**src/rlte_pkg.sv**
```systemverilog
package rlte_pkg;

	localparam int SYM_W   = 8;
	localparam int LEN_W   = 14;
	localparam int COL_W   = 6;
	localparam int BRK_W   = 8;
	localparam int DIGIT_W = 3;

	// Defaults for the top-level parameters
	localparam int LINE_WIDTH_DEF = 40;
	localparam int MAX_DIGITS_DEF = 4;

	// Character codes
	localparam logic [SYM_W-1:0] CHAR_SPACE = 8'h20;
	localparam logic [SYM_W-1:0] CHAR_ZERO  = 8'h30;
	localparam logic [SYM_W-1:0] CHAR_NINE  = 8'h39;

	// Byte held in the input stage
	typedef struct packed {
		logic             valid;
		logic [SYM_W-1:0] symbol;
	} in_stage_t;

	// One run descriptor
	typedef struct packed {
		logic [SYM_W-1:0] symbol_out;
		logic [LEN_W-1:0] run_length;
		logic [COL_W-1:0] start_column;
		logic [BRK_W-1:0] line_breaks;
	} run_desc_t;

	// Decoder to result register
	typedef struct packed {
		logic      load;
		run_desc_t desc;
	} emit_t;

endpackage

```
**src/rlte_in_if.sv**
```systemverilog
interface rlte_in_if;
	import rlte_pkg::*;

	logic             valid;
	logic             ready;
	logic [SYM_W-1:0] symbol_in;

	modport source (output valid, output symbol_in, input ready);
	modport sink   (input valid, input symbol_in, output ready);
endinterface

```
**src/rlte_out_if.sv**
```systemverilog
interface rlte_out_if;
	import rlte_pkg::*;

	logic             valid;
	logic             ready;
	logic [SYM_W-1:0] symbol_out;
	logic [LEN_W-1:0] run_length;
	logic [COL_W-1:0] start_column;
	logic [BRK_W-1:0] line_breaks;

	modport source (
		output valid, output symbol_out, output run_length,
		output start_column, output line_breaks, input ready
	);
	modport sink (
		input valid, input symbol_out, input run_length,
		input start_column, input line_breaks, output ready
	);
endinterface

```
**src/rlte_in_stage.sv**
```systemverilog
module rlte_in_stage (
	input  logic               clk,
	input  logic               arst_n,
	rlte_in_if.sink            din,
	input  logic               out_free,
	output rlte_pkg::in_stage_t stage
);
	import rlte_pkg::*;

	logic             valid_s1;
	logic [SYM_W-1:0] symbol_s1;
	logic             advance;
	logic             take;

	assign advance   = valid_s1 && out_free;
	assign din.ready = !valid_s1 || out_free;
	assign take      = din.valid && din.ready;

	always_ff @(posedge clk or negedge arst_n) begin
		if (!arst_n) begin
			valid_s1 <= 1'b0;
		end else if (take) begin
			valid_s1 <= 1'b1;
		end else if (advance) begin
			valid_s1 <= 1'b0;
		end
	end

	always_ff @(posedge clk) begin
		if (take) begin
			symbol_s1 <= din.symbol_in;
		end
	end

	assign stage.valid  = valid_s1;
	assign stage.symbol = symbol_s1;

endmodule

```
**src/rlte_decode.sv**
```systemverilog
module rlte_decode #(
	parameter int LINE_WIDTH = rlte_pkg::LINE_WIDTH_DEF,
	parameter int MAX_DIGITS = rlte_pkg::MAX_DIGITS_DEF
) (
	input  logic                clk,
	input  logic                arst_n,
	input  rlte_pkg::in_stage_t stage,
	input  logic                out_free,
	output rlte_pkg::emit_t     emit
);
	import rlte_pkg::*;

	localparam int CW    = (LINE_WIDTH > 1) ? $clog2(LINE_WIDTH) : 1;
	localparam int RAW_W = 12;  // 10 * (LINE_WIDTH - 1) + 9 < 4096
	localparam logic [CW:0]      LW_C  = (CW+1)'(LINE_WIDTH);
	localparam logic [LEN_W-1:0] LIT_Q = LEN_W'(1 / LINE_WIDTH);
	localparam logic [CW-1:0]    LIT_R = CW'(1 % LINE_WIDTH);

	logic               stopped_q;
	logic [DIGIT_W-1:0] digits_q;
	logic [LEN_W-1:0]   pend_q;    // count so far
	logic [LEN_W-1:0]   pend_div_q; // count / LINE_WIDTH
	logic [CW-1:0]      pend_mod_q; // count % LINE_WIDTH
	logic [CW-1:0]      col_q;

	logic               advance;
	logic               is_digit;
	logic [3:0]         dval;
	logic [RAW_W-1:0]   raw;
	logic [8:0]         ge;
	logic [3:0]         k;
	logic [RAW_W-1:0]   rem_raw;
	logic [LEN_W-1:0]   acc_pend;
	logic [LEN_W-1:0]   acc_div;
	logic [CW-1:0]      acc_mod;

	logic               do_stop;
	logic               do_acc;
	logic               do_run;
	logic [LEN_W-1:0]   len;
	logic [LEN_W-1:0]   len_div;
	logic [CW-1:0]      len_mod;
	logic [CW:0]        col_sum;
	logic               wrap;
	logic [CW-1:0]      col_next;
	logic [LEN_W-1:0]   brk_full;
	logic               emit_ok;

	assign advance  = stage.valid && out_free;
	assign is_digit = (stage.symbol >= CHAR_ZERO) && (stage.symbol <= CHAR_NINE);
	assign dval     = 4'(stage.symbol - CHAR_ZERO);

	// Next decimal digit: keep quotient and remainder by the line width in step
	always_comb begin
		raw = (RAW_W'(pend_mod_q) * RAW_W'(10)) + RAW_W'(dval);
		for (int j = 1; j <= 9; j++) begin
			ge[j-1] = raw >= RAW_W'(j * LINE_WIDTH);
		end
		k        = 4'($countones(ge));
		rem_raw  = raw - (RAW_W'(k) * RAW_W'(LINE_WIDTH));
		acc_mod  = CW'(rem_raw);
		acc_div  = (pend_div_q * LEN_W'(10)) + LEN_W'(k);
		acc_pend = (pend_q * LEN_W'(10)) + LEN_W'(dval);
	end

	always_comb begin
		do_stop = 1'b0;
		do_acc  = 1'b0;
		do_run  = 1'b0;
		if (!stopped_q) begin
			priority if (digits_q == '0 && stage.symbol == CHAR_SPACE) begin
				do_stop = 1'b1;
			end else if (is_digit && digits_q < DIGIT_W'(MAX_DIGITS)) begin
				do_acc = 1'b1;
			end else begin
				do_run = 1'b1;
			end
		end
	end

	// A literal is a run of one
	assign len     = (digits_q == '0) ? LEN_W'(1) : pend_q;
	assign len_div = (digits_q == '0) ? LIT_Q : pend_div_q;
	assign len_mod = (digits_q == '0) ? LIT_R : pend_mod_q;

	assign col_sum  = {1'b0, col_q} + {1'b0, len_mod};
	assign wrap     = col_sum >= LW_C;
	assign col_next = wrap ? CW'(col_sum - LW_C) : CW'(col_sum);
	assign brk_full = len_div + LEN_W'(wrap);
	assign emit_ok  = do_run && (len != '0);

	always_ff @(posedge clk or negedge arst_n) begin
		if (!arst_n) begin
			stopped_q  <= 1'b0;
			digits_q   <= '0;
			pend_q     <= '0;
			pend_div_q <= '0;
			pend_mod_q <= '0;
			col_q      <= '0;
		end else if (advance) begin
			if (do_stop) begin
				stopped_q <= 1'b1;
			end
			if (do_acc) begin
				digits_q   <= digits_q + DIGIT_W'(1);
				pend_q     <= acc_pend;
				pend_div_q <= acc_div;
				pend_mod_q <= acc_mod;
			end
			if (do_run) begin
				digits_q   <= '0;
				pend_q     <= '0;
				pend_div_q <= '0;
				pend_mod_q <= '0;
			end
			if (emit_ok) begin
				col_q <= col_next;
			end
		end
	end

	assign emit.load              = advance && emit_ok;
	assign emit.desc.symbol_out   = stage.symbol;
	assign emit.desc.run_length   = len;
	assign emit.desc.start_column = COL_W'(16'(col_q));
	assign emit.desc.line_breaks  = BRK_W'(brk_full);

`ifndef SYNTH
	a_col_range: assert property (@(posedge clk) disable iff (!arst_n)
		{1'b0, col_q} < LW_C)
		else $error("column out of range");
	a_mod_range: assert property (@(posedge clk) disable iff (!arst_n)
		{1'b0, pend_mod_q} < LW_C)
		else $error("count remainder out of range");
	a_digits: assert property (@(posedge clk) disable iff (!arst_n)
		digits_q <= DIGIT_W'(MAX_DIGITS))
		else $error("too many count digits");
	a_stop_sticky: assert property (@(posedge clk) disable iff (!arst_n)
		stopped_q |=> stopped_q && !emit.load)
		else $error("output after end of text");
	a_mod_track: assert property (@(posedge clk) disable iff (!arst_n)
		digits_q == '0 |-> pend_q == '0 && pend_div_q == '0 && pend_mod_q == '0)
		else $error("count not cleared after run");
`endif

endmodule

```
**src/rlte_out_stage.sv**
```systemverilog
module rlte_out_stage (
	input  logic            clk,
	input  logic            arst_n,
	input  rlte_pkg::emit_t emit,
	output logic            out_free,
	rlte_out_if.source      dout
);
	import rlte_pkg::*;

	logic      valid_q;
	run_desc_t desc_q;

	assign out_free = !valid_q || dout.ready;

	always_ff @(posedge clk or negedge arst_n) begin
		if (!arst_n) begin
			valid_q <= 1'b0;
		end else if (emit.load) begin
			valid_q <= 1'b1;
		end else if (dout.ready) begin
			valid_q <= 1'b0;
		end
	end

	always_ff @(posedge clk) begin
		if (emit.load) begin
			desc_q <= emit.desc;
		end
	end

	assign dout.valid        = valid_q;
	assign dout.symbol_out   = desc_q.symbol_out;
	assign dout.run_length   = desc_q.run_length;
	assign dout.start_column = desc_q.start_column;
	assign dout.line_breaks  = desc_q.line_breaks;

`ifndef SYNTH
	a_no_overwrite: assert property (@(posedge clk) disable iff (!arst_n)
		valid_q && !dout.ready |-> !emit.load)
		else $error("result overwritten while stalled");
	a_hold: assert property (@(posedge clk) disable iff (!arst_n)
		valid_q && !dout.ready |=> valid_q && $stable(desc_q))
		else $error("stalled result changed");
	a_load_nonzero: assert property (@(posedge clk) disable iff (!arst_n)
		emit.load |-> emit.desc.run_length != '0)
		else $error("zero-length run issued");
`endif

endmodule

```
**src/run_length_text_expander_core.sv**
```systemverilog
// Run-length text expander core.
// din  : one encoded text byte per transfer (valid/ready, symbol_in).
// dout : one run descriptor per transfer (symbol_out, run_length,
//        start_column, line_breaks); the consumer expands it to bytes.
// Up to MAX_DIGITS leading decimal digits form a repeat count; the next byte
// is the symbol. A byte with no count is a run of one. A zero count gives no
// descriptor. A space with no count pending ends the text: every later byte
// is accepted and dropped until reset.
// Throughput: one byte per cycle while dout is not stalled. The running
// count is kept as quotient and remainder by LINE_WIDTH, so each byte needs
// only one multiply-by-ten step and one wrap compare on the column.
// Path: the byte that closes a run passes the input register, then the
// result register, from which its descriptor is driven onto dout.
// Stall: a held result stays in the output register; one more byte is still
// taken into the input register, after which din.ready follows dout.ready.
// Reset (arst_n low): count, digit counter and column clear, end-of-text
// flag clears, both registers empty. No clearing pass is needed.
module run_length_text_expander_core #(
	parameter int LINE_WIDTH = rlte_pkg::LINE_WIDTH_DEF,  // 1..64
	parameter int MAX_DIGITS = rlte_pkg::MAX_DIGITS_DEF   // 1..4
) (
	input  logic       clk,
	input  logic       arst_n,
	rlte_in_if.sink    din,
	rlte_out_if.source dout
);
	import rlte_pkg::*;

	in_stage_t stage;   // byte waiting for decode
	emit_t     emit;    // descriptor into the result register
	logic      out_free; // result register can take a new descriptor

	rlte_in_stage u_in_stage (
		.clk      (clk),
		.arst_n   (arst_n),
		.din      (din),
		.out_free (out_free),
		.stage    (stage)
	);

	// Count accumulation, end-of-text flag and column tracking
	rlte_decode #(
		.LINE_WIDTH (LINE_WIDTH),
		.MAX_DIGITS (MAX_DIGITS)
	) u_decode (
		.clk      (clk),
		.arst_n   (arst_n),
		.stage    (stage),
		.out_free (out_free),
		.emit     (emit)
	);

	rlte_out_stage u_out_stage (
		.clk      (clk),
		.arst_n   (arst_n),
		.emit     (emit),
		.out_free (out_free),
		.dout     (dout)
	);

endmodule
```
**src/flat_wrapper.sv**
```systemverilog
// flat-port wrapper written by rule: the top's interface ports become plain ports
module run_length_text_expander_core_flat import rlte_pkg::*;
#(
	parameter int LINE_WIDTH = rlte_pkg::LINE_WIDTH_DEF,          
	parameter int MAX_DIGITS = rlte_pkg::MAX_DIGITS_DEF          
)
  (clk, arst_n, din_valid, din_symbol_in, din_ready, dout_valid, dout_symbol_out, dout_run_length, dout_start_column, dout_line_breaks, dout_ready);
  rlte_in_if din_i ();
  rlte_out_if dout_i ();
  input  logic clk;
  input  logic arst_n;
  input wire logic [$bits(din_i.valid)-1:0] din_valid;
  input wire logic [$bits(din_i.symbol_in)-1:0] din_symbol_in;
  output wire logic [$bits(din_i.ready)-1:0] din_ready;
  output wire logic [$bits(dout_i.valid)-1:0] dout_valid;
  output wire logic [$bits(dout_i.symbol_out)-1:0] dout_symbol_out;
  output wire logic [$bits(dout_i.run_length)-1:0] dout_run_length;
  output wire logic [$bits(dout_i.start_column)-1:0] dout_start_column;
  output wire logic [$bits(dout_i.line_breaks)-1:0] dout_line_breaks;
  input wire logic [$bits(dout_i.ready)-1:0] dout_ready;
  assign din_i.valid = din_valid;
  assign din_i.symbol_in = din_symbol_in;
  assign din_ready = din_i.ready;
  assign dout_valid = dout_i.valid;
  assign dout_symbol_out = dout_i.symbol_out;
  assign dout_run_length = dout_i.run_length;
  assign dout_start_column = dout_i.start_column;
  assign dout_line_breaks = dout_i.line_breaks;
  assign dout_i.ready = dout_ready;
  run_length_text_expander_core #(.LINE_WIDTH(LINE_WIDTH), .MAX_DIGITS(MAX_DIGITS)) u_core (.clk(clk), .arst_n(arst_n), .din(din_i), .dout(dout_i));
endmodule
```
**config.mk**
```make
export PLATFORM = sky130hd
export DESIGN_NAME = run_length_text_expander_core_flat
export DESIGN_NICKNAME = d
export VERILOG_FILES = /design/src/rlte_pkg.sv /design/src/rlte_in_if.sv /design/src/rlte_out_if.sv /design/src/rlte_in_stage.sv /design/src/rlte_decode.sv /design/src/rlte_out_stage.sv /design/src/run_length_text_expander_core.sv /design/src/flat_wrapper.sv
export SDC_FILE = /design/constraint.sdc
export NUM_CORES = 1
export LEC_CHECK = 0
export BUFFER_PORTS_ARGS = -buffer_cell sky130_fd_sc_hd__buf_2
export CORE_ASPECT_RATIO = 0.75
export CORE_MARGIN = 4
export CORE_UTILIZATION = 34
export DETAILED_ROUTE_END_ITERATION = 8
export HOLD_SLACK_MARGIN = 0.12
export MAX_ROUTING_LAYER = met4
export PLACE_DENSITY = 0.6
export SETUP_SLACK_MARGIN = 0.4
export SYNTH_ARGS = -nofsm -noshare
export SYNTH_HDL_FRONTEND = slang
export SYNTH_SLANG_ARGS = --single-unit
```
**constraint.sdc**
```tcl
create_clock -name clk -period 9.61 [get_ports clk]
set_clock_uncertainty 0.2 [all_clocks]
set_input_delay 1.922 -clock clk [delete_from_list [all_inputs] [get_ports clk]]
set_output_delay 1.922 -clock clk [all_outputs]
set_load 0.02 [all_outputs]
```
**Word level (Yosys, flattened, before mapping)**

Index checks and enable logic that the tools add are counted.

- Register bits after elaboration: 90
- Input bits: 12
- Output and inout port bits: 38
- Word-level logic and storage cells: 91

- Add/subtract/negate cells: 17
- $mul: 4
- $lt $le $gt $ge: 13
- Equality and inequality tests: 1
- Mux-type cells: 24
- Reductions and logical operators: 19

Operators by type and width:

| kind | number |
|---|---|
| 14-bit 2-to-1 mux | 5 |
| 11-bit by 8-bit greater-or-equal comparator with 1-bit output, second input constant | 3 |
| 11-bit by 9-bit greater-or-equal comparator with 1-bit output, second input constant | 3 |
| 14-bit by 4-bit adder with 14-bit output | 2 |
| 14-bit by 3-bit multiplier with 13-bit output, second input constant | 2 |
| 6-bit 2-to-1 mux | 4 |
| 11-bit by 7-bit greater-or-equal comparator with 1-bit output, second input constant | 2 |
| 14-bit nonzero test | 1 |
| 1-bit 2-to-1 mux | 12 |
| 10-bit by 4-bit adder with 11-bit output | 1 |
| 11-bit by 6-bit greater-or-equal comparator with 1-bit output, second input constant | 1 |
| 6-bit by 3-bit multiplier with 9-bit output, second input constant | 1 |
| 1-bit by 1-bit adder with 2-bit output | 4 |
| 8-bit by 1-bit adder with 8-bit output | 1 |
| 8-bit by 6-bit equality test with 1-bit output, second input constant | 1 |
| 8-bit by 6-bit greater-or-equal comparator with 1-bit output, second input constant | 1 |
| 8-bit by 6-bit <= comparator with 1-bit output, second input constant | 1 |
| 8-bit 2-to-1 mux | 1 |
| 6-bit by 6-bit adder with 7-bit output | 1 |
| 7-bit by 6-bit greater-or-equal comparator with 1-bit output, second input constant | 1 |
| 1-bit logical AND | 7 |
| 2-bit by 2-bit adder with 3-bit output | 2 |
| 3-bit 2-to-1 mux | 2 |
| 2-bit AND reduction | 3 |
| 12 further kinds | 16 |

**Logic depth before layout (Yosys ltp)**

Gate-level depths: netlist of the first run.

- Depth in word-level cells: 11
- Depth in mapped cells: 26
- Mapped depth without buffers: 26

**Cells and area by module**

A second synthesis of the first run with hierarchy kept.

- Cell total of the unflattened synthesis: 490
- Area, all modules: 5262.5 um^2

By module, submodules not included:

| module | times used | cells an instance | area each (um^2) | seq. area each (um^2) |
|---|---|---|---|---|
| rlte_decode | 1 | 438 | 3832.4 | 875.8 |
| rlte_out_stage | 1 | 39 | 1128.6 | 1106.1 |
| rlte_in_stage | 1 | 13 | 301.5 | 265.3 |

**Least setup slack after synthesis of the first run**

No wires, ideal clock.

- Path kind: reg2reg
- Start point: register, netlist name u_core.u_decode.pend_q[1]
- End point: register u_core.u_decode.pend_div_q[7]
- Library setup time: 134 ps
- Arrival: 6445 ps
- Data required time: 9276 ps
- Path slack: 2831 ps
- Cell stages (with the launch flop): 26
- Path buffers: 0
- Period minus slack after synthesis: 6779 ps
- Cells stage by stage: dfrtp_1 ha_1 ha_1 fa_1 a21o_1 a21oi_1 xnor2_1 and4_1 o21bai_2 nor4_1 fa_1 inv_1 fa_1 inv_1 fa_1 fa_1 fa_1 xnor2_1 inv_1 fa_1 nor2b_1 o21ai_0 nor3_1 xnor2_1 xnor2_1 o21ai_0

RTL lines:

| item | line | text |
|---|---|---|
| to (signal assigned) | rlte_decode.sv:107 | `pend_div_q <= acc_div;` |
| to (decl) | rlte_decode.sv:22 | `logic [LEN_W-1:0] pend_div_q;` |

==> impl_metrics.json, run 1 <==
{
  "clockRootBuffer": "clkbuf_16",
  "fmaxAchievable_mhz": 137.1,
  "hold_violations": 0,
  "numCtsBuffers": 9,
  "yosys_warnings": 0,
  "final_cell_mix": "ha_1 (53), nand2_1 (50), buf_2 (49), edfxtp_1 (44), dfrtp_1 (37)",
  "die_y_um": 115.0,
  "fin_setup_tns_ps": 0,
  "synthFlopType": "edfxtp_1",
  "grt_pass1_wl_um": 18760,
  "grt_overflow": 0,
  "min_from": "u_core.u_in_stage.symbol_s1[5]",
  "worst_pin_slew_ps": 892.0,
  "synth_top_area_frac": 0.2544,
  "cpPeakStageDelay_ps": 550,
  "finish.utilization": 0.4089,
  "async_reset_ff_frac": 0.4568,
  "dpl.hpwl_um": 8504,
  "endpoint_kind": "register",
  "path_buf_inv": 3,
  "via_per_inst": 4.980,
  "period_minus_slack_ps": 7294,
  "slew_viol_final": 0,
  "diodes": 0,
  "layout_setup_ws_ps": 2316,
  "drtIter0Drc": 224,
  "clockBufferDepth": 2,
  "slew_headroom": 0.4053,
  "crit_path_start": "u_core.u_decode.pend_q[1]",
  "start_util": 0.3535,
  "num-fill-cells": 1415,
  "track_usage": 0.1379,
  "synthCells": 484,
  "p_leak_uw": 0.002717,
  "antenna_found_initial": 0,
  "fp.dieArea_um2": 17340,
  "critPathLaunchType": "register",
  "timing.hold.ws_ps": 250.0,
  "cts_tree": "built",
  "gp_congestion": 0.8725,
  "gr-usage-met2": 0.2066,
  "yosysSeqAreaShare": 0.4327,
  "worstPathMaxFanout": 9,
  "cap_violations": 0,
  "syn-num-nets": 561,
  "cts.clk_slew.worst_paths_ps": 60,
  "rr_startpoint": "u_core.u_decode.pend_q[1]",
  "io_pins": 50,
  "post-cts-setup-buffers": 0,
  "syn_to_final_growth_pct": 15.66,
  "period_share": 0.7590,
  "yosys.area.top_type": "edfxtp_1",
  "rsz0062_at_grt": "no",
  "ctsHoldBuffers": 0,
  "syn_area_um2": 5194,
  "met1_usage": 0.1968,
  "routed_wirelength_um": 11200,
  "power_density_nw_per_um2": 168.0,
  "post-route-drc-count": 0,
  "grt_pass1_vias": 3717,
  "numClockSinks": 81,
  "synth_edf_count": 44,
  "crit_family": "adder cells",
  "top_usage_layer": "met2",
  "h-tree-depth": 3,
  "worstPathRequired_ps": 9600,
  "synth_cell_type_count": 57,
  "synth.area.top_cells": "edfxtp_1 (25%), dfrtp_1 (18%), ha_1 (13%), xnor2_1 (4.7%), fa_1 (4.6%)",
  "drive_gt1_frac": 0.1439,
  "clk_latency_ps": 330,
  "ys_ff_latch": 81,
  "multiInputGateArea_um2": 2798,
  "routedWlPerCell_um": 15.09,
  "dieWidth_um": 150.7,
  "worstSetupPathType": "reg2reg",
  "hold_path.class": "reg2reg",
  "rows": 38,
  "layout_commonest_cell": "ha_1",
  "portBuffers": 49,
  "crit_arrival_ps": 7290,
  "core_um2": 14690,
  "cp_slowest_cell": "fa_1",
  "grtUsageMet3": 0.02285,
  "cts_resized": 0,
  "via_count": 3695,
  "postRouteAntennaNets": 0,
  "crit_top_cell": "fa_1",
  "finalSetupViolCount": 0,
  "fin_nets": 614,
  "ir_drop_mv": 0.08314,
  "ff_latch_area_um2": 2247,
  "status": "completed",
  "grt_max_degree": 39,
  "place_ws_ps": 2308,
  "first_pass_iters": 7,
  "avgSynthCellArea_um2": 10.73
}
==> cell families after synthesis <==
logic type               after synthesis  synth area share
XOR/XNOR                              50           0.08432
AO/OA/AOI/OAI                         91            0.1190
adder cells (fa/ha/maj)               65            0.1739
AND/OR/NAND/NOR                      156            0.1573
flip-flops                            81            0.4327
multiplexers                           2          0.004095
buffers and inverters                 39           0.02867
==> Yosys cell counts (4+ instances only) <==
| master | number |
|---|---|
| o31ai_1 | 8 |
| nor2_1 | 20 |
| nor3_1 | 5 |
| nand3_1 | 12 |
| xnor2_1 | 28 |
| fa_1 | 12 |
| a21o_1 | 9 |
| nor3b_1 | 5 |
| dfrtp_1 | 37 |
| nor2b_1 | 9 |
| edfxtp_1 | 44 |
| o21ai_0 | 20 |
| ha_1 | 53 |
| and3_1 | 5 |
| nand2_1 | 50 |
| clkbuf_1 | 7 |
| and2_1 | 20 |
| inv_1 | 30 |
| nor4_1 | 4 |
| xor2_1 | 22 |
| a21oi_1 | 17 |
| o21ai_1 | 11 |
| nand2b_1 | 7 |
==> power by group <==
part | leakage [uW] | total (uW) | switching, uW | internal (uW)
clock network | 0.000160 | 387 | 133 | 254
logic | 0.00162 | 192 | 125 | 67.2
registers | 0.000935 | 430 | 19.3 | 411
==> metrics by stage <==
stage,std cells,total power (uW),instance area [um2]
3_3_place_gp,726,625.0,5668
2_1_floorplan,484,572.0,5194
6_report,742,1009,6007
4_1_cts,742,1018,6007
3_5_place_dp,726,632.3,5668
5_1_grt,742,1058,6007
==> final cells by class <==
class                      instances  area share
clock inverter                     5     0.01770
clock buffer                      11     0.03874
multi-input combinational        364      0.4657
timing repair buffer              51     0.04332
sequential                        81      0.3741
inverter                          30     0.01875
tap                              200     0.04166
==> metal layers <==
metal	wire length [um]	vias to the layer above
li1	-	1822
met1	5785	1785
met2	4836	77
met3	471	11
met4	102	0
met5	0	-
==> worst paths after layout <==
check,endpoint,slack (ps),cells past startpoint
setup reg to reg,u_core.u_decode.pend_div_q[7],2320,25
hold / removal,u_core.u_out_stage.dout.symbol_out[5],250,0
setup / recovery,u_core.u_decode.pend_div_q[7],2320,25
max in group asynchronous,u_core.u_out_stage.dout.valid,7130,1
hold reg to reg,u_core.u_out_stage.dout.symbol_out[5],250,0
min in group asynchronous,u_core.u_decode.col_q[5],1500,1
==> sequential cells by signal, summed over array words and instances, names as in the netlist, 6 cells and up <==
register                              flops
u_core.u_out_stage.dout.line_breaks       8
u_core.u_decode.col_q                     6
u_core.u_decode.pend_div_q                8
u_core.u_out_stage.dout.start_column      6
u_core.u_in_stage.symbol_s1               8
u_core.u_out_stage.dout.run_length       14
u_core.u_out_stage.dout.symbol_out        8
u_core.u_decode.pend_q                   14
Note: power is estimated with default switching activity, not from simulation.
==> run 2, diff against run 1 <==
--- a/config.mk
+++ b/config.mk
@@ -12,7 +12,7 @@
 export DETAILED_ROUTE_END_ITERATION = 8
 export HOLD_SLACK_MARGIN = 0.12
 export MAX_ROUTING_LAYER = met4
-export PLACE_DENSITY = 0.6
+export PLACE_DENSITY = 0.62
 export SETUP_SLACK_MARGIN = 0.4
 export SYNTH_ARGS = -nofsm -noshare
 export SYNTH_HDL_FRONTEND = slang
==> constraint.sdc (replaced) <==
create_clock -name clk -period 6.5 [get_ports clk]
set_clock_uncertainty 0.2 [all_clocks]
set_input_delay 1.3 -clock clk [delete_from_list [all_inputs] [get_ports clk]]
set_output_delay 1.3 -clock clk [all_outputs]
set_load 0.02 [all_outputs]
==> run 2 against run 1 <==
Sequential share of layout area is 2.3 points lower. Highest routed layer unchanged. Largest cell class unchanged. Die area unchanged. Critical path type unchanged. Register-to-register slack worse by 2000 ps. Core utilization is 2.7 points higher. Cell count up 3.2%. Maximum frequency grew 18%.
==> impl_metrics.json, run 2 (synthesized netlist as in run 1, its figures left out) <==
{
  "min_from": "u_core.u_in_stage.symbol_s1[5]",
  "grt_max_degree": 39,
  "power_switching_uw": 430.6,
  "grt_pass1_vias": 3814,
  "ff_latch_area_um2": 2250,
  "finalSetupViolCount": 0,
  "grt_pass1_wl_um": 19000,
  "clk_latency_ps": 340,
  "power_frac_comb": 0.217,
  "rr_startpoint": "u_core.u_decode.pend_q[1]",
  "io_pins": 50,
  "p_leak_uw": 0.002827,
  "slew_headroom": 0.4270,
  "worst_pin_slew_ps": 859.5,
  "layout_setup_ws_ps": 319.5,
  "holdPathStages": 0,
  "portBuffers": 49,
  "slew_viol_final": 0,
  "min_delay_worst_endpoint": "u_core.u_out_stage.dout.symbol_out[5]",
  "power_density_nw_per_um2": 220.5,
  "via_per_inst": 4.886,
  "grtUsageMet3": 0.02955,
  "layout_commonest_cell": "nand2_1",
  "start_util": 0.3535,
  "p_seq_frac": 0.449,
  "endpoint_kind": "register",
  "met1_usage": 0.1944,
  "cts_tree": "built",
  "status": "completed",
  "top_usage_layer": "met2",
  "power.internal_uw": 982.3,
  "core_um2": 14690,
  "post-route-drc-count": 0,
  "die_y_um": 115.0,
  "dpl.hpwl_um": 8504,
  "placed_cell_area_um2": 5926,
  "rr_worst_depth": 26,
  "final_cell_mix": "nand2_1 (50), buf_2 (49), ha_1 (47), edfxtp_1 (44), dfrtp_1 (35)",
  "routedWlPerCell_um": 14.88,
  "rows": 38,
  "rsz0062_at_grt": "yes",
  "cap_violations": 0,
  "dieWidth_um": 150.7,
  "grt_overflow": 0,
  "reg2reg_slack_ps": 320,
  "track_usage": 0.1427,
  "hold_path.class": "reg2reg",
  "num-fill-cells": 1358,
  "worstPathMaxFanout": 4,
  "fp.dieArea_um2": 17340,
  "diodes": 0,
  "postRouteAntennaNets": 0,
  "first_pass_iters": 4,
  "clockRootBuffer": "clkbuf_16",
  "via_count": 3743,
  "fin_nets": 638,
  "h-tree-depth": 3,
  "drtIter0Drc": 206,
  "multiInputGateArea_um2": 3070,
  "cts.clk_slew.worst_paths_ps": 60,
  "drive_gt1_frac": 0.2580,
  "gp_congestion": 0.8532,
  "worstSetupPathType": "reg2reg",
  "crit_arrival_ps": 6190,
  "fmaxAchievable_mhz": 161.8,
  "worstPathRequired_ps": 6510,
  "numCtsBuffers": 9,
  "ir_drop_mv": 0.1258,
  "antenna_found_initial": 0,
  "routed_wirelength_um": 11400,
  "r2r-end": "u_core.u_decode.pend_div_q[7]",
  "finish.instance_area_um2": 6407,
  "swShare": 0.3048,
  "clkPwrFrac": 0.334,
  "clockBufferDepth": 2,
  "numClockSinks": 81,
  "syn_to_final_growth_pct": 23.37,
  "period_minus_slack_ps": 6180,
  "hold_violations": 0,
  "gr-usage-met2": 0.2135,
  "critPathLaunchType": "register",
  "period_share": 0.9508,
  "place_ws_ps": -110.3
}
[run 2: cell types whose count changed in the layout (fill, tap and decap cells not counted), moves of 5 or more]
cell,change
buf_4,+23
ha_1,-6
ha_4,+6
a21oi_1,-5
fa_1,-5
fa_2,+5
[run 2: worst max-delay path, stage by stage, from the launching register on]
cell and delay, ps:
dfrtp_2 430, ha_4 250, ha_4 160, fa_2 360
a21o_1 200, a21oi_2 150, xnor2_2 100, and4_4 210
o21bai_4 200, a211oi_2 70, fa_1 550, inv_2 40
fa_1 490, inv_2 40, fa_1 480, fa_2 360
fa_2 430, inv_2 80, ha_4 120, inv_2 30
fa_2 350, nor2b_4 130, o21ai_2 70, nor3_2 140
xnor2_1 150, xnor2_1 140, o21ai_1 70
[run 2: metal layers]
layer  part of all wire  wire [um]
met5                  0          0
met3              0.054        615
met2               0.43       4908
met1               0.50       5685
met4              0.016        187
[run 2: stage by stage]
| stage | setup TNS, ps | instances | hold WS (ps) | util | total power [uW] |
|---|---|---|---|---|---|
| CTS | 0 | 764 | 257.6 | 0.4328 | 1425 |
| finish | 0 | 766 | 259.4 | 0.4361 | 1413 |
| floorplan | 0 | 484 | 217.6 | - | 851.8 |
| global placement | 0 | 739 | 231.6 | 0.4033 | 939.4 |
| detailed placement | -110.3 | 739 | 229.4 | 0.4033 | 944.2 |
| global route | 0 | 766 | 270.5 | 0.4361 | 1493 |
[run 2: final cells by class]
class | count | share of cell area
multi-input cells | 364 | 0.4792
repair buffers | 75 | 0.06932
clock inverters | 7 | 0.008592
well taps | 200 | 0.03905
clock buffers | 9 | 0.03515
inverters | 30 | 0.01757
flip-flops and latches | 81 | 0.3511
[run 2: how the worst max path moves through the flow]
| stage | from | endpoint | slack [ps] |
|---|---|---|---|
| after floorplan | u_core.u_decode.pend_q[1] | u_core.u_decode.pend_div_q[7] | 150 |
| after global placement | u_core.u_decode.pend_q[0] | u_core.u_decode.pend_div_q[7] | 80 |
| after detailed placement | u_core.u_decode.pend_q[0] | u_core.u_decode.pend_div_q[7] | -110 |
| after CTS | u_core.u_decode.pend_q[1] | u_core.u_decode.pend_div_q[7] | 260 |
| after global routing | u_core.u_decode.pend_q[1] | u_core.u_decode.pend_div_q[7] | 80 |
| final | u_core.u_decode.pend_q[1] | u_core.u_decode.pend_div_q[7] | 320 |
[run 2: power by group through the flow]
stage / Combinational [uW] / Sequential (uW) / Clock (uW)
after global routing: 345 / 641 / 507
final: 307 / 634 / 472
after detailed placement: 299 / 645 / 0
after global placement: 296 / 643 / 0
after floorplan: 170 / 681 / 0
after CTS: 306 / 635 / 484
[run 2: repair_timing]
action | 4_1_cts | 5_1_grt
resized for setup | 16 | 9
pin swaps | 28 | 15
endpoints found under the setup margin | 6 | 8
hold buffers | 0 | 0
setup buffers | 9 | 2
==> run 3, diff against run 2 <==
--- a/config.mk
+++ b/config.mk
@@ -8,11 +8,11 @@
 export BUFFER_PORTS_ARGS = -buffer_cell sky130_fd_sc_hd__buf_2
 export CORE_ASPECT_RATIO = 0.75
 export CORE_MARGIN = 4
-export CORE_UTILIZATION = 34
+export CORE_UTILIZATION = 54
 export DETAILED_ROUTE_END_ITERATION = 8
 export HOLD_SLACK_MARGIN = 0.12
 export MAX_ROUTING_LAYER = met4
-export PLACE_DENSITY = 0.62
+export PLACE_DENSITY = 0.86
 export SETUP_SLACK_MARGIN = 0.4
 export SYNTH_ARGS = -nofsm -noshare
 export SYNTH_HDL_FRONTEND = slang
==> run 3 against run 2 <==
Cell count is 9.8% lower. Maximum frequency is 3.9% lower. Worst hold slack better by 3.6 ps. Core utilization is 25 points higher. Register-to-register slack worse by 250 ps. Die area is 35% lower. Wire length is 5.1% higher. Setup slack worse by 250 ps. Clock-buffer cell count is 1 higher. Clock power is 5.3% lower. Non-clock buffer count is 3 lower. Critical endpoint unchanged.
==> impl_metrics.json, run 3 (synthesized netlist as in run 1, its figures left out) <==
{
  "ff_latch_area_um2": 2248,
  "rr_worst_depth": 27,
  "timing.hold.ws_ps": 263.0,
  "cts.clk_slew.worst_paths_ps": 60,
  "finalSetupViolCount": 0,
  "hold_violations": 0,
  "numCtsBuffers": 9,
  "period_minus_slack_ps": 6430,
  "io_pins": 50,
  "ir_drop_mv": 0.1624,
  "grt_pass1_vias": 3981,
  "first_pass_iters": 4,
  "post-route-drc-count": 0,
  "reg2reg_slack_ps": 70,
  "via_per_inst": 5.764,
  "rr_startpoint": "u_core.u_decode.pend_q[1]",
  "final_cell_mix": "nand2_1 (50), buf_2 (49), ha_1 (47), edfxtp_1 (44), dfrtp_1 (36)",
  "core_um2": 9196,
  "syn_to_final_growth_pct": 21.22,
  "routed_wirelength_um": 11980,
  "fmaxAchievable_mhz": 155.5,
  "min_delay_worst_endpoint": "u_core.u_out_stage.dout.symbol_out[5]",
  "slew_headroom": 0.4064,
  "via_count": 3983,
  "min_from": "u_core.u_in_stage.symbol_s1[5]",
  "portBuffers": 49,
  "p_seq_frac": 0.458,
  "worstPathRequired_ps": 6500,
  "h-tree-depth": 3,
  "multiInputGateArea_um2": 3089,
  "track_usage": 0.2200,
  "p_total_uw": 1387,
  "clk_latency_ps": 330,
  "endpoint_kind": "register",
  "clockRootBuffer": "clkbuf_16",
  "cts_tree": "built",
  "grt_max_degree": 39,
  "p_leak_uw": 0.002829,
  "cp_slowest_cell": "fa_1",
  "layout_commonest_cell": "nand2_1",
  "slew_viol_final": 0,
  "worstPathMaxFanout": 4,
  "num-fill-cells": 604,
  "clockBufferDepth": 2,
  "worst_pin_slew_ps": 890.4,
  "worstSetupPathType": "reg2reg",
  "ctsHoldBuffers": 0,
  "rows": 30,
  "postRouteAntennaNets": 0,
  "grt_overflow": 0,
  "critPathLaunchType": "register",
  "routedWlPerCell_um": 17.33,
  "cpPeakStageDelay_ps": 540,
  "gp_congestion": 0.8755,
  "grt_pass1_wl_um": 19000,
  "drive_gt1_frac": 0.2469,
  "layout_setup_ws_ps": 69.70,
  "numClockSinks": 81,
  "power.internal_uw": 973.3,
  "power_switching_uw": 413.6,
  "status": "completed",
  "swShare": 0.2982,
  "hold_path.class": "reg2reg",
  "holdPathStages": 0,
  "diodes": 0,
  "period_share": 0.9893,
  "power_density_nw_per_um2": 220.3,
  "clkPwrFrac": 0.323,
  "crit_arrival_ps": 6430,
  "die_y_um": 92.93,
  "fin_nets": 635,
  "crit_top_cell": "fa_2",
  "rsz0062_at_grt": "yes",
  "dpl.hpwl_um": 8677,
  "place_ws_ps": -190.8,
  "cap_violations": 0,
  "antenna_found_initial": 0,
  "fp.dieArea_um2": 11270,
  "start_util": 0.5648,
  "r2r-end": "u_core.u_decode.pend_div_q[7]",
  "power_frac_comb": 0.219,
  "finish.utilization": 0.6846,
  "fin_setup_tns_ps": 0,
  "drtIter0Drc": 321,
  "dieWidth_um": 121.2
}
## run 3: cell count changes in the layout (fill, tap and decap cells not counted), moves of 2 or more
cell | previous run | this run
o21ai_0 | 16 | 18
o21ai_1 | 14 | 12
clkinvlp_4 | 4 | 1
buf_4 | 25 | 22
clkinv_2 | 1 | 3
xor2_2 | 3 | 1
## run 3: how the worst max path moves through the flow
| stage | startpoint | to | slack (ps) | depth (start not counted) |
|---|---|---|---|---|
| detailed placement | u_core.u_decode.pend_q[0] | u_core.u_decode.pend_div_q[7] | -190 | 26 |
| CTS | u_core.u_decode.pend_q[1] | u_core.u_decode.pend_div_q[7] | 120 | 27 |
| floorplan | u_core.u_decode.pend_q[1] | u_core.u_decode.pend_div_q[7] | 150 | 23 |
| finish | u_core.u_decode.pend_q[1] | u_core.u_decode.pend_div_q[7] | 70 | 27 |
| global placement | u_core.u_decode.pend_q[0] | u_core.u_decode.pend_div_q[7] | 60 | 26 |
| global route | u_core.u_decode.pend_mod_q[3] | u_core.u_decode.pend_div_q[7] | -130 | 27 |
## run 3: repair_timing
item                       CTS  global route
pin swaps                   25            12
setup endpoints to repair    6             7
cloned                       0             0
gates resized for setup     14             9
setup buffers                7             4
## run 3: layout make-up
| cell class | instances | share of cell area |
|---|---|---|
| clock buffers | 10 | 0.03637 |
| clock inverters | 6 | 0.005564 |
| inverters | 30 | 0.01789 |
| multi-input cells | 364 | 0.4907 |
| flip-flops and latches | 81 | 0.3571 |
| well taps | 128 | 0.02544 |
| repair buffers | 72 | 0.06697 |
## run 3: through the flow
stage                     instance area, um2  cells
after floorplan                         5354    484
after global placement                  5813    664
after detailed placement                5813    664
after CTS                               6210    687
after global routing                    6296    691
final                                   6296    691
## run 3: power groups by stage
stage | Sequential, uW | Combinational, uW | Clock, uW
after CTS | 635 | 303 | 451
after global routing | 640 | 334 | 477
after global placement | 642 | 288 | 0
final | 635 | 304 | 447
after detailed placement | 645 | 299 | 0
after floorplan | 681 | 170 | 0
## run 3: critical path: cells and delay by family, from the launching register on
family	cells	cell delay (ps)
buf+inv	5	360
simple gates	2	340
flops	1	430
compound gates	7	910
xor+xnor	3	450
fa+ha+maj	10	3610
## run 3: layer usage
| layer | share of wire | track usage |
|---|---|---|
| met5 | 0 | - |
| met4 | 0.025 | 0.08209 |
| met3 | 0.073 | 0.04579 |
| met2 | 0.47 | 0.3449 |
| met1 | 0.43 | 0.2846 |
